`config.mk`:
```
export PLATFORM = sky130hd
export DESIGN_NAME = text_line_normalizer_core
export DESIGN_NICKNAME = d
export VERILOG_FILES = /design/src/rtl/tlnorm_pkg.sv /design/src/rtl/tlnorm_ctrl.sv /design/src/rtl/tlnorm_dp.sv /design/src/rtl/text_line_normalizer_core.sv
export VERILOG_INCLUDE_DIRS = /design/src /design/src/rtl
export SDC_FILE = /design/constraint.sdc
export NUM_CORES = 1
export LEC_CHECK = 0
export BUFFER_PORTS_ARGS = -buffer_cell sky130_fd_sc_hd__buf_2
export CORE_ASPECT_RATIO = 0.7
export CORE_UTILIZATION = 35
export CTS_CLUSTER_SIZE = 12
export DETAILED_ROUTE_END_ITERATION = 6
export PLACE_DENSITY = 0.61
export RECOVER_POWER = 25
export SLEW_MARGIN = 20
export SYNTH_ARGS = -nofsm -noshare
export SYNTH_HDL_FRONTEND = slang
export SYNTH_SLANG_ARGS = --single-unit
```
`constraint.sdc`:
```
create_clock -name i_clk -period 8.5 [get_ports i_clk]
set_input_delay 1.275 -clock i_clk [delete_from_list [all_inputs] [get_ports i_clk]]
set_output_delay 1.275 -clock i_clk [all_outputs]
set_load 0.01 [all_outputs]
```
`src/rtl/text_line_normalizer_core_assert.svh`:
```
// Assertion macros for the text line normalizer RTL.
// Needs a clock named i_clk and an active-low reset named i_rst_n in scope.
`ifndef TEXT_LINE_NORMALIZER_CORE_ASSERT_SVH
`define TEXT_LINE_NORMALIZER_CORE_ASSERT_SVH

// Same-cycle implication.
`define TLN_ASSERT_NOW(label, ante, cons) \
    label: assert property (@(posedge i_clk) disable iff (!i_rst_n) (ante) |-> (cons)) \
        else $error("tln assertion failed");

// Next-cycle implication.
`define TLN_ASSERT_NEXT(label, ante, cons) \
    label: assert property (@(posedge i_clk) disable iff (!i_rst_n) (ante) |=> (cons)) \
        else $error("tln assertion failed");

`endif

```
`src/rtl/tlnorm_pkg.sv`:
```
// Shared types, constants and character helpers for the text line normalizer.
// No dependencies.
package tlnorm_pkg;

    localparam int LENGTH_BITS_DEF = 24;
    localparam int HOLD_MAX        = 12;
    localparam int HOLD_IDX_W      = 4;
    localparam int CAP_W           = 25;
    localparam int TOTAL_W         = 24;
    localparam logic [CAP_W-1:0] CAP_RESET = 25'd4096;
    localparam int ADDR_W          = 3;
    localparam logic [0:0] REG_CAPACITY = 1'b0;

    localparam logic CMD_DATA    = 1'b0;
    localparam logic CMD_END     = 1'b1;
    localparam logic KIND_TEXT   = 1'b0;
    localparam logic KIND_REPORT = 1'b1;

    localparam logic [1:0] MODE_SKIP   = 2'd0;
    localparam logic [1:0] MODE_HOLD   = 2'd1;
    localparam logic [1:0] MODE_STREAM = 2'd2;

    localparam logic [7:0] CH_NL    = 8'h0A;
    localparam logic [7:0] CH_SPACE = 8'h20;
    localparam logic [7:0] CH_DASH  = 8'h2D;
    localparam logic [7:0] CH_DOT   = 8'h2E;
    localparam logic [7:0] CH_SLASH = 8'h2F;
    localparam logic [7:0] CH_BAR   = 8'h7C;

    typedef struct packed {
        logic       cmd;
        logic [7:0] data_byte;
    } t_in_item;

    typedef struct packed {
        logic        kind;
        logic [7:0]  text_byte;
        logic        status;
        logic [23:0] total_length;
        logic        last;
    } t_out_item;

    typedef enum logic [3:0] {
        OP_NONE, OP_LATCH, OP_SET_BLANK, OP_WS, OP_START_HOLD, OP_NL1, OP_NL2,
        OP_HOLD_EMIT, OP_PEND_SP, OP_EMIT_B, OP_FILL_SP, OP_FILL_B, OP_END_CLR,
        OP_REPORT, OP_FLUSH
    } t_dp_op;

    typedef struct packed {
        t_dp_op op;
    } t_dp_cmd;

    typedef struct packed {
        logic       item_end;
        logic       item_nl;
        logic       item_ws;
        logic [1:0] mode;
        logic       page_like;
        logic       need_ok;
        logic       pend_nz;
        logic       pend_one;
        logic       hold_last;
        logic       stage_busy;
    } t_dp_status;

    function automatic logic is_ws(input logic [7:0] c);
        return c == 8'h20 || c == 8'h09 || c == 8'h0D || c == 8'h0C || c == 8'h0B;
    endfunction

    function automatic logic is_digit(input logic [7:0] c);
        return c >= 8'h30 && c <= 8'h39;
    endfunction

    function automatic logic [7:0] page_char(input logic [1:0] i);
        logic [7:0] r;
        unique case (i)
            2'd0: r = 8'h70;
            2'd1: r = 8'h61;
            2'd2: r = 8'h67;
            default: r = 8'h65;
        endcase
        return r;
    endfunction

    function automatic logic [7:0] to_lower(input logic [7:0] c);
        return (c >= 8'h41 && c <= 8'h5A) ? (c | 8'h20) : c;
    endfunction

endpackage

```
`src/rtl/tlnorm_ctrl.sv`:
```
// Normalizer sequencer: one micro-step per cycle unless stalled.
// Depends on tlnorm_pkg.
module tlnorm_ctrl (
    input  logic                  i_clk,
    input  logic                  i_rst_n,
    input  logic                  i_in_valid,
    output logic                  o_in_stall,
    input  tlnorm_pkg::t_dp_status i_status,
    output tlnorm_pkg::t_dp_cmd   o_cmd
);

    typedef enum logic [3:0] {
        ST_IDLE, ST_DECODE, ST_NL1, ST_NL2, ST_HOLD_EMIT, ST_PEND_SP, ST_EMIT_B,
        ST_FILL_SP, ST_FILL_B, ST_END_CLR, ST_REPORT, ST_FINISH
    } t_state;

    t_state r_state, n_state;

    always_comb begin
        n_state   = r_state;
        o_cmd.op  = tlnorm_pkg::OP_NONE;
        unique case (r_state)
            ST_IDLE: begin
                if (i_in_valid) begin
                    o_cmd.op = tlnorm_pkg::OP_LATCH;
                    n_state  = ST_DECODE;
                end
            end
            ST_DECODE: begin
                if (i_status.item_end || i_status.item_nl) begin
                    if (i_status.mode == tlnorm_pkg::MODE_HOLD) begin
                        n_state = i_status.page_like ? ST_END_CLR : ST_NL1;
                    end else if (i_status.mode == tlnorm_pkg::MODE_STREAM) begin
                        n_state = ST_END_CLR;
                    end else begin
                        o_cmd.op = tlnorm_pkg::OP_SET_BLANK;
                        n_state  = ST_END_CLR;
                    end
                end else if (i_status.item_ws) begin
                    o_cmd.op = tlnorm_pkg::OP_WS;
                    n_state  = ST_FINISH;
                end else if (i_status.mode == tlnorm_pkg::MODE_HOLD) begin
                    if (i_status.need_ok) begin
                        n_state = i_status.pend_nz ? ST_FILL_SP : ST_FILL_B;
                    end else begin
                        n_state = ST_NL1;
                    end
                end else if (i_status.mode == tlnorm_pkg::MODE_STREAM) begin
                    n_state = i_status.pend_nz ? ST_PEND_SP : ST_EMIT_B;
                end else begin
                    o_cmd.op = tlnorm_pkg::OP_START_HOLD;
                    n_state  = ST_FINISH;
                end
            end
            ST_NL1: begin
                if (!i_status.stage_busy) begin
                    o_cmd.op = tlnorm_pkg::OP_NL1;
                    n_state  = ST_NL2;
                end
            end
            ST_NL2: begin
                if (!i_status.stage_busy) begin
                    o_cmd.op = tlnorm_pkg::OP_NL2;
                    n_state  = ST_HOLD_EMIT;
                end
            end
            ST_HOLD_EMIT: begin
                if (!i_status.stage_busy) begin
                    o_cmd.op = tlnorm_pkg::OP_HOLD_EMIT;
                    if (i_status.hold_last) begin
                        if (i_status.item_end || i_status.item_nl) begin
                            n_state = ST_END_CLR;
                        end else begin
                            n_state = i_status.pend_nz ? ST_PEND_SP : ST_EMIT_B;
                        end
                    end
                end
            end
            ST_PEND_SP: begin
                if (!i_status.stage_busy) begin
                    o_cmd.op = tlnorm_pkg::OP_PEND_SP;
                    n_state  = ST_EMIT_B;
                end
            end
            ST_EMIT_B: begin
                if (!i_status.stage_busy) begin
                    o_cmd.op = tlnorm_pkg::OP_EMIT_B;
                    n_state  = ST_FINISH;
                end
            end
            ST_FILL_SP: begin
                o_cmd.op = tlnorm_pkg::OP_FILL_SP;
                if (i_status.pend_one) begin
                    n_state = ST_FILL_B;
                end
            end
            ST_FILL_B: begin
                o_cmd.op = tlnorm_pkg::OP_FILL_B;
                n_state  = ST_FINISH;
            end
            ST_END_CLR: begin
                o_cmd.op = tlnorm_pkg::OP_END_CLR;
                n_state  = i_status.item_end ? ST_REPORT : ST_FINISH;
            end
            ST_REPORT: begin
                if (!i_status.stage_busy) begin
                    o_cmd.op = tlnorm_pkg::OP_REPORT;
                    n_state  = ST_FINISH;
                end
            end
            ST_FINISH: begin
                if (!i_status.stage_busy) begin
                    o_cmd.op = tlnorm_pkg::OP_FLUSH;
                    n_state  = ST_IDLE;
                end
            end
            default: n_state = ST_IDLE;
        endcase
    end

    always_ff @(posedge i_clk) begin
        if (!i_rst_n) begin
            r_state <= ST_IDLE;
        end else begin
            r_state <= n_state;
        end
    end

    assign o_in_stall = (r_state != ST_IDLE);

endmodule

```
`src/rtl/tlnorm_dp.sv`:
```
// Datapath for the text line normalizer: hold buffer, line state, counters,
// one-deep result stage and output register. Depends on tlnorm_pkg and the macros.
`include "text_line_normalizer_core_assert.svh"

module tlnorm_dp #(
    parameter int LENGTH_BITS = tlnorm_pkg::LENGTH_BITS_DEF
) (
    input  logic                          i_clk,
    input  logic                          i_rst_n,
    input  tlnorm_pkg::t_in_item          i_in,
    input  logic [tlnorm_pkg::CAP_W-1:0]  i_capacity,
    input  tlnorm_pkg::t_dp_cmd           i_cmd,
    output tlnorm_pkg::t_dp_status        o_status,
    output logic                          o_out_valid,
    input  logic                          i_out_stall,
    output tlnorm_pkg::t_out_item         o_out
);

    localparam int HW = tlnorm_pkg::HOLD_IDX_W;
    localparam int CW = 33;

    tlnorm_pkg::t_in_item r_item;
    logic [7:0]  r_hold [tlnorm_pkg::HOLD_MAX];
    logic [HW-1:0] r_count, r_pend, r_idx;
    logic [1:0]  r_mode;
    logic        r_blank, r_wrote, r_ovf, r_prev;
    logic [LENGTH_BITS-1:0] r_wc;
    logic        r_pfx, r_rest_ok, r_rest_dig, r_alt_ok;
    logic [2:0]  r_dcnt;
    logic        r_stg_valid, r_out_valid;
    tlnorm_pkg::t_out_item r_stg, r_out;

    // write limit
    logic [tlnorm_pkg::CAP_W-1:0] cap_c;
    logic [CW-1:0] lim, maxlen, wc_ext;
    logic at_limit;

    always_comb begin
        if (i_capacity == '0) begin
            cap_c = 25'd1;
        end else if (i_capacity > 25'h1000000) begin
            cap_c = 25'h1000000;
        end else begin
            cap_c = i_capacity;
        end
        lim    = CW'(cap_c - 25'd1);
        maxlen = (CW'(1) << LENGTH_BITS) - CW'(1);
        if (lim > maxlen) begin
            lim = maxlen;
        end
        wc_ext   = CW'(r_wc);
        at_limit = (wc_ext >= lim);
    end

    // emit request decode
    logic       emit_req;
    logic [7:0] emit_byte;
    logic [7:0] hc;
    logic       hc_ws;

    assign hc    = r_hold[r_idx];
    assign hc_ws = tlnorm_pkg::is_ws(hc);

    always_comb begin
        emit_req  = 1'b0;
        emit_byte = tlnorm_pkg::CH_SPACE;
        unique case (i_cmd.op)
            tlnorm_pkg::OP_NL1: begin
                emit_req  = r_wrote;
                emit_byte = tlnorm_pkg::CH_NL;
            end
            tlnorm_pkg::OP_NL2: begin
                emit_req  = r_wrote && r_blank;
                emit_byte = tlnorm_pkg::CH_NL;
            end
            tlnorm_pkg::OP_HOLD_EMIT: begin
                emit_req  = !(hc_ws && r_prev);
                emit_byte = hc_ws ? tlnorm_pkg::CH_SPACE : hc;
            end
            tlnorm_pkg::OP_PEND_SP: begin
                emit_req = 1'b1;
            end
            tlnorm_pkg::OP_EMIT_B: begin
                emit_req  = 1'b1;
                emit_byte = r_item.data_byte;
            end
            default: ;
        endcase
    end

    logic push_text, set_ovf, push_rep, push_any, flush;
    logic [LENGTH_BITS-1:0] wc_inc;
    logic [LENGTH_BITS+tlnorm_pkg::TOTAL_W-1:0] tot_text, tot_rep;
    tlnorm_pkg::t_out_item new_res;
    tlnorm_pkg::t_out_item out_next;

    assign push_text = emit_req && !r_ovf && !at_limit;
    assign set_ovf   = emit_req && !r_ovf && at_limit;
    assign push_rep  = (i_cmd.op == tlnorm_pkg::OP_REPORT);
    assign push_any  = push_text || push_rep;
    assign flush     = (i_cmd.op == tlnorm_pkg::OP_FLUSH);
    assign wc_inc    = r_wc + LENGTH_BITS'(1);
    assign tot_text  = {{tlnorm_pkg::TOTAL_W{1'b0}}, wc_inc};
    assign tot_rep   = {{tlnorm_pkg::TOTAL_W{1'b0}}, r_wc};

    always_comb begin
        new_res.last = 1'b0;
        if (push_rep) begin
            new_res.kind         = tlnorm_pkg::KIND_REPORT;
            new_res.text_byte    = 8'h00;
            new_res.status       = r_ovf;
            new_res.total_length = tot_rep[tlnorm_pkg::TOTAL_W-1:0];
        end else begin
            new_res.kind         = tlnorm_pkg::KIND_TEXT;
            new_res.text_byte    = emit_byte;
            new_res.status       = 1'b0;
            new_res.total_length = tot_text[tlnorm_pkg::TOTAL_W-1:0];
        end
    end

    // staged result on its way out; last only on the item's closing step
    always_comb begin
        out_next      = r_stg;
        out_next.last = flush;
    end

    // page-line tracking for the appended byte
    logic [7:0] app_c;
    logic       app_dig, app_rest, app_alt, app_pfx;
    logic [4:0] need;

    assign app_c    = (i_cmd.op == tlnorm_pkg::OP_FILL_SP) ? tlnorm_pkg::CH_SPACE
                                                           : r_item.data_byte;
    assign app_dig  = tlnorm_pkg::is_digit(app_c);
    assign app_rest = app_dig || tlnorm_pkg::is_ws(app_c) || app_c == tlnorm_pkg::CH_DASH
                      || app_c == tlnorm_pkg::CH_DOT;
    assign app_alt  = app_dig || tlnorm_pkg::is_ws(app_c) || app_c == tlnorm_pkg::CH_DASH
                      || app_c == tlnorm_pkg::CH_SLASH || app_c == tlnorm_pkg::CH_BAR;
    assign app_pfx  = tlnorm_pkg::to_lower(app_c) == tlnorm_pkg::page_char(r_count[1:0]);
    assign need     = 5'(r_count) + 5'(r_pend) + 5'd1;

    always_ff @(posedge i_clk) begin
        if (i_cmd.op == tlnorm_pkg::OP_LATCH) begin
            r_item <= i_in;
        end
        if (i_cmd.op == tlnorm_pkg::OP_START_HOLD) begin
            r_hold[0] <= r_item.data_byte;
        end
        if (i_cmd.op == tlnorm_pkg::OP_FILL_SP || i_cmd.op == tlnorm_pkg::OP_FILL_B) begin
            r_hold[r_count] <= app_c;
        end
        if (push_any) begin
            r_stg <= new_res;
        end
        if ((push_any || flush) && r_stg_valid) begin
            r_out <= out_next;
        end
    end

    always_ff @(posedge i_clk) begin
        if (!i_rst_n) begin
            r_count     <= '0;
            r_pend      <= '0;
            r_idx       <= '0;
            r_mode      <= tlnorm_pkg::MODE_SKIP;
            r_blank     <= 1'b0;
            r_wrote     <= 1'b0;
            r_ovf       <= 1'b0;
            r_prev      <= 1'b0;
            r_wc        <= '0;
            r_pfx       <= 1'b0;
            r_rest_ok   <= 1'b0;
            r_rest_dig  <= 1'b0;
            r_alt_ok    <= 1'b0;
            r_dcnt      <= '0;
            r_stg_valid <= 1'b0;
            r_out_valid <= 1'b0;
        end else begin
            if (push_text) begin
                r_wc    <= wc_inc;
                r_wrote <= 1'b1;
            end
            if (set_ovf) begin
                r_ovf <= 1'b1;
            end
            unique case (i_cmd.op)
                tlnorm_pkg::OP_SET_BLANK: r_blank <= 1'b1;
                tlnorm_pkg::OP_WS: begin
                    if (r_mode == tlnorm_pkg::MODE_HOLD) begin
                        if (r_pend < HW'(tlnorm_pkg::HOLD_MAX)) begin
                            r_pend <= r_pend + HW'(1);
                        end
                    end else if (r_mode == tlnorm_pkg::MODE_STREAM) begin
                        r_pend <= HW'(1);
                    end
                end
                tlnorm_pkg::OP_START_HOLD: begin
                    r_count    <= HW'(1);
                    r_pend     <= '0;
                    r_mode     <= tlnorm_pkg::MODE_HOLD;
                    r_pfx      <= app_pfx;
                    r_rest_ok  <= 1'b1;
                    r_rest_dig <= 1'b0;
                    r_alt_ok   <= app_alt;
                    r_dcnt     <= {2'b00, app_dig};
                end
                tlnorm_pkg::OP_FILL_SP, tlnorm_pkg::OP_FILL_B: begin
                    r_count <= r_count + HW'(1);
                    if (i_cmd.op == tlnorm_pkg::OP_FILL_SP) begin
                        r_pend <= r_pend - HW'(1);
                    end
                    if (r_count < HW'(4)) begin
                        r_pfx <= r_pfx && app_pfx;
                    end else begin
                        r_rest_ok  <= r_rest_ok && app_rest;
                        r_rest_dig <= r_rest_dig || app_dig;
                    end
                    r_alt_ok <= r_alt_ok && app_alt;
                    if (app_dig && r_dcnt < 3'd5) begin
                        r_dcnt <= r_dcnt + 3'd1;
                    end
                end
                tlnorm_pkg::OP_NL2: begin
                    r_blank <= 1'b0;
                    r_idx   <= '0;
                    r_prev  <= 1'b0;
                end
                tlnorm_pkg::OP_HOLD_EMIT: begin
                    r_idx <= r_idx + HW'(1);
                    if (!(hc_ws && r_prev)) begin
                        r_prev <= hc_ws;
                    end
                end
                tlnorm_pkg::OP_EMIT_B: begin
                    r_pend  <= '0;
                    r_count <= '0;
                    r_mode  <= tlnorm_pkg::MODE_STREAM;
                end
                tlnorm_pkg::OP_END_CLR: begin
                    r_count <= '0;
                    r_pend  <= '0;
                    r_mode  <= tlnorm_pkg::MODE_SKIP;
                end
                tlnorm_pkg::OP_REPORT: begin
                    r_count <= '0;
                    r_pend  <= '0;
                    r_mode  <= tlnorm_pkg::MODE_SKIP;
                    r_blank <= 1'b0;
                    r_wrote <= 1'b0;
                    r_wc    <= '0;
                    r_ovf   <= 1'b0;
                end
                default: ;
            endcase

            // result stage and output register
            if (push_any) begin
                r_stg_valid <= 1'b1;
            end else if (flush) begin
                r_stg_valid <= 1'b0;
            end
            if ((push_any || flush) && r_stg_valid) begin
                r_out_valid <= 1'b1;
            end else if (!i_out_stall) begin
                r_out_valid <= 1'b0;
            end
        end
    end

    logic mode_hold;
    assign mode_hold = (r_mode == tlnorm_pkg::MODE_HOLD);

    always_comb begin
        o_status.item_end   = (r_item.cmd == tlnorm_pkg::CMD_END);
        o_status.item_nl    = (r_item.cmd == tlnorm_pkg::CMD_DATA)
                              && (r_item.data_byte == tlnorm_pkg::CH_NL);
        o_status.item_ws    = (r_item.cmd == tlnorm_pkg::CMD_DATA)
                              && tlnorm_pkg::is_ws(r_item.data_byte);
        o_status.mode       = r_mode;
        o_status.page_like  = (r_count >= HW'(4) && r_pfx && r_rest_ok && r_rest_dig)
                              || (r_alt_ok && r_dcnt >= 3'd1 && r_dcnt <= 3'd4);
        o_status.need_ok    = need <= 5'(tlnorm_pkg::HOLD_MAX);
        o_status.pend_nz    = (r_pend != '0);
        o_status.pend_one   = (r_pend == HW'(1));
        o_status.hold_last  = (r_idx == r_count - HW'(1));
        o_status.stage_busy = r_stg_valid && r_out_valid && i_out_stall;
    end

    assign o_out_valid = r_out_valid;
    assign o_out       = r_out;

    `TLN_ASSERT_NOW(a_hold_bound, mode_hold, r_count <= HW'(tlnorm_pkg::HOLD_MAX))
    `TLN_ASSERT_NOW(a_text_ok, r_out_valid && r_out.kind == tlnorm_pkg::KIND_TEXT, !r_out.status)
    `TLN_ASSERT_NOW(a_wc_limit, 1'b1, wc_ext <= maxlen)
    `TLN_ASSERT_NEXT(a_ovf_sticky, r_ovf && i_cmd.op != tlnorm_pkg::OP_REPORT, r_ovf)

endmodule

```
`src/rtl/text_line_normalizer_core.sv`:
```
// Text line normalizer: one item at a time; the input stays stalled until the item's steps
// are done, fewest for whitespace or a new hold, more for a streamed byte or plain line end,
// more again with a pending space or for a held byte with pending spaces, and most for an
// item that flushes a full 12-byte hold. A result waits in a stage until the next result
// or the item's closing step so its last flag is known; output stalls can hold the sequencer.
// Synchronous active-low reset clears all stream state; the capacity register resets to 4096.
module text_line_normalizer_core #(
    parameter int LENGTH_BITS = tlnorm_pkg::LENGTH_BITS_DEF
) (
    input  logic                             i_clk,
    input  logic                             i_rst_n,
    // input requests
    input  logic                             i_in_valid,
    output logic                             o_in_stall,
    input  tlnorm_pkg::t_in_item             i_in,
    // result requests
    output logic                             o_out_valid,
    input  logic                             i_out_stall,
    output tlnorm_pkg::t_out_item            o_out,
    // configuration
    input  logic                             psel,
    input  logic                             penable,
    input  logic                             pwrite,
    input  logic [tlnorm_pkg::ADDR_W-1:0]    paddr,
    input  logic [31:0]                      pwdata,
    output logic [31:0]                      prdata,
    output logic                             pready
);

    // capacity register lives at byte address 0 (only address bit 2 is decoded, so 1 to 3 alias it); 4 to 7 read zero.
    logic [tlnorm_pkg::CAP_W-1:0] r_capacity;
    logic                         cfg_wr;

    assign pready = 1'b1;
    assign cfg_wr = psel && penable && pwrite;

    always_ff @(posedge i_clk) begin
        if (!i_rst_n) begin
            r_capacity <= tlnorm_pkg::CAP_RESET;
        end else if (cfg_wr && paddr[2] == tlnorm_pkg::REG_CAPACITY) begin
            r_capacity <= pwdata[tlnorm_pkg::CAP_W-1:0];
        end
    end

    assign prdata = (paddr[2] == tlnorm_pkg::REG_CAPACITY) ? 32'(r_capacity) : 32'd0;

    // controller and datapath talk only through command and status
    tlnorm_pkg::t_dp_cmd    dp_cmd;
    tlnorm_pkg::t_dp_status dp_status;

    tlnorm_ctrl u_ctrl (
        .i_clk      (i_clk),
        .i_rst_n    (i_rst_n),
        .i_in_valid (i_in_valid),
        .o_in_stall (o_in_stall),
        .i_status   (dp_status),
        .o_cmd      (dp_cmd)
    );

    tlnorm_dp #(
        .LENGTH_BITS (LENGTH_BITS)
    ) u_dp (
        .i_clk       (i_clk),
        .i_rst_n     (i_rst_n),
        .i_in        (i_in),
        .i_capacity  (r_capacity),
        .i_cmd       (dp_cmd),
        .o_status    (dp_status),
        .o_out_valid (o_out_valid),
        .i_out_stall (i_out_stall),
        .o_out       (o_out)
    );

endmodule

```
==> summary.md <==
| Metric | Value |
|---|---|
| Status | `complete, no violations` |
| Async SR Flop Fraction | `0%` |
| Core Box Area | `36070 um2` |
| Worst r2r src | `r_capacity[18]` |
| Min-Delay Path Class | `reg2reg` |
| Tot Pwr | `between 3 and 4 mW` |
| Crit path time final | `between 6000 and 7000 ps` |
| Critical Path Source Type | `flop` |
| Top-count cell post-synth | `edfxtp_1` |
| Nets | `1367` |
| PortBufs | `103` |
| Worst Tran Pin Value | `1275 ps` |
| Register clock-pin slew on the reported worst setup and hold paths | `60 ps` |
| Critical path, cell by cell | `or4_1 -> or3_1 -> nor3_1 -> o21ai_0 -> ha_1 -> nand2_1 -> o22ai_1 -> buf_4 -> a211oi_1 -> ha_1 -> a211o_1 -> a211oi_1 -> o311ai_0 -> o32ai_1 -> o311ai_4 -> buf_4 -> nand2_4 -> o21a_1 -> buf_4` |
| Setup Buffers After CTS | `0` |
| Top_reg_cell synth | `edfxtp_1` |
| Row count | `58` |
| Hold path depth | `0` |
| Synth Instances | `about 1200` |
| Number of antenna-violating nets in the routed design | `0` |
| Netlist cell types | `72` |
| Setup-failing EPs final | `0` |
| Largest stage delay on the critical path | `roughly 600 ps` |
| # DRC | `0` |
| First drt pass iteration count | `5` |
| Cell area after synthesis | `between 10000 and 15000 um2` |
| Initial antenna violation count | `0` |
| Reg2Reg Depth | `19` |
| Post-DP HPWL | `22560 um` |
| Sequential area share after synthesis | `53.63%` |
| Htree depth | `1` |
| Worst Hold End | `u_dp.o_out[13]` |
| Data required time of the critical path | `8690 ps` |
| WL/cell | `18.18 um` |
| CTS buffer count | `28` |
| Vias in the first global route | `8837` |
| Global-route wire length before repair | `50400 um` |
| GRT overflow | `0` |
| ANT cells | `0` |
| Critical path peak fanout | `48` |
| Period utilization | `79.07%` |
| PwrDens | `about 230 nW/um2` |
| Clk buf depth | `3` |
| RSZ-0062 raised after global routing | `no` |
| Slowest-stage cell, CP | `or4_1` |
| F_max | `148.8 MHz` |
| TNS Setup | `0 ps` |
| # IOs | `121` |
| Fin Clk Skew | `23.03 ps` |
| Synth warnings | `0` |
| Hold buffer count at CTS | `0` |
| VDD IR max | `0.1575 mV` |
| Post-synth top area share | `40.57%` |
| Commonest cells post-synth | `174 x edfxtp_1, 134 x nand2_1, 90 x nor2_1` |
| Via-to-Cell Ratio | `around 5.4` |
| Setup CP Type | `reg2reg` |
| R2R setup slack | `1780 ps` |
| Die area | `37580 um2` |
| Total number of vias | `9498` |
| Final hold violations | `0` |
| TritonCTS clock tree | `done` |
| Post-synth EDFFs | `174` |
| Crit end category | `flop` |
| Sink Count | `between 200 and 300` |
| Gpl congestion | `0.8536` |
| Avg Inst Size Synth | `10.82 um2` |
| Hold path start | `u_dp.out_next[13]` |
| CTS root buf | `clkbuf_16` |
| Number of max-cap violations | `0` |
| Number of max-slew violations in the final report | `0` |
| Post-CTS Resized | `0` |
| Initial core utilization | `a little over a third` |
| Worst slew margin | `approximately 14%` |
| Die width | `231.3 um` |
| Area contributors post-synth | `edfxtp_1 41%, dfxtp_1 13%, ha_1 4.3%` |
| Share of layout cells above drive strength 1 | `around an eighth` |
| Post-Route WL | `around 32000 um` |
| GR Util All Layers | `17.03%` |
| Pleak | `5.236 nW` |
| Leading area contributor after synthesis | `edfxtp_1` |
| Fillers | `3505` |
| Arr. time, crit path | `6910 ps` |
| Clock Latency Late Sink | `560 ps` |
| 1st-iter DRT viols | `1034` |
| Largest net degree at the start of global routing | `54` |
| Most Frequent Cell on Critical Path | `buf_4` |
| Synth-to-Final Area Change | `13.58%` |
| Seq cells post-synth | `258` |
| Die H | `162.5 um` |
| R2R Path End | `u_dp.o_out[4]` |
==> routing by layer <==
| metal | GRT usage (%) | vias up | wire length [um] |
|---|---|---|---|
| li1 | - | 4563 | - |
| met3 | 3.834 | 39 | 2507 |
| met1 | 26.90 | 4543 | 16300 |
| met4 | 3.221 | 0 | 446 |
| met5 | 0 | - | 0 |
| met2 | 23.34 | 353 | 12990 |
==> where the power goes <==
part / switching, mW / internal, mW / total, mW / leakage (nW)
combinational: 0.432 / 0.230 / 0.662 / 2.56
clock: 0.496 / 0.681 / 1.18 / 0.437
sequential: 0.109 / 1.47 / 1.58 / 2.24
total: 1.04 / 2.38 / 3.42 / 5.24
==> cell families (layout without fill, tap and decap cells) <==
logic type / Yosys count / after routing / share of synthesized area (%)
buffers and inverters: 97 / 195 / 3.468
XOR/XNOR: 40 / 40 / 2.720
AND/OR/NAND/NOR: 456 / 456 / 17.78
adder cells (fa/ha/maj): 44 / 44 / 4.275
AO/OA/AOI/OAI: 258 / 258 / 13.50
flip-flops: 258 / 258 / 53.63
other: 2 / 8 / 0.05831
multiplexers: 35 / 35 / 4.566
==> cell type report <==
class,count,area [um2],area share [%]
well taps,480,600.6,4.106
repair buffers,113,556.8,3.806
multi-input cells,841,5563,38.03
flip-flops and latches,258,6907,47.22
inverters,30,112.6,0.7698
clock buffers,44,844.6,5.774
clock inverters,8,43.79,0.2994
==> state kept, by name, indices dropped and copies added, names as in the netlist, 2 cells and up, named ones only <==
register        flops
u_dp.r_count        4
u_dp.r_item         8
u_dp.r_pend         4
u_dp.r_wc          24
u_ctrl.r_state      4
u_dp.r_mode         2
u_dp.r_idx          4
r_capacity         25
u_dp.r_hold        96
u_dp.r_dcnt         3
u_dp.out_next      34
u_dp.o_out         35
==> worst max-delay path: cells and delay by family (launching register included) <==
family / cells / cell delay [ps]
compound gates: 9 / 2210
fa+ha+maj: 2 / 730
buf+inv: 3 / 900
flops: 1 / 410
simple gates: 5 / 2060
==> placed cells by master (no fill, tap or decap), types with 6 or more instances in the layout <==
cell type	netlist	routed
a21boi_0	30	30
a21o_1	9	9
a21oi_1	61	61
a22o_1	7	7
a22oi_1	9	9
a31oi_1	12	12
and3_1	10	10
buf_2	3	79
buf_4	10	9
clkbuf_1	45	34
clkbuf_16	0	30
conb_1	2	8
dfxtp_1	84	84
edfxtp_1	174	174
ha_1	44	44
inv_1	28	28
mux2i_1	16	16
mux4_2	19	19
nand2_1	134	134
nand2b_1	8	8
nand3_1	32	32
nand3b_1	6	6
nand4_1	14	14
nor2_1	90	90
nor2b_1	47	47
nor3_1	45	44
nor4_1	7	7
o211ai_1	7	7
o21a_1	7	7
o21ai_0	53	53
o221ai_1	7	7
o31ai_1	9	9
or2_2	9	7
or3_1	24	24
or4_1	9	9
xnor2_1	16	16
xor2_1	24	24
==> worst max-delay path by stage <==
stage,startpoint,to,slack [ps],depth (start not counted)
after floorplan,r_capacity[2],u_dp.o_out[0],2290,20
after global placement,r_capacity[18],u_dp.o_out[2],1880,19
after detailed placement,r_capacity[18],u_dp.o_out[2],1850,19
after CTS,r_capacity[18],u_dp.o_out[2],1810,19
after global routing,r_capacity[18],u_dp.o_out[5],1220,19
final,r_capacity[18],u_dp.o_out[4],1780,19
==> through the flow <==
stage	setup slack, ps	util (%)	hold slack [ps]	instances	instance area [um2]
2_1_floorplan	2288	-	400.3	1196	12900
3_3_place_gp	1876	38.19	401.2	1722	13770
3_5_place_dp	1850	38.19	404.5	1722	13770
4_1_cts	1811	40.65	418.2	1774	14660
5_1_grt	1223	40.56	421.7	1774	14630
6_report	1779	40.56	417.7	1774	14630
(Power assumes the default switching activity.)
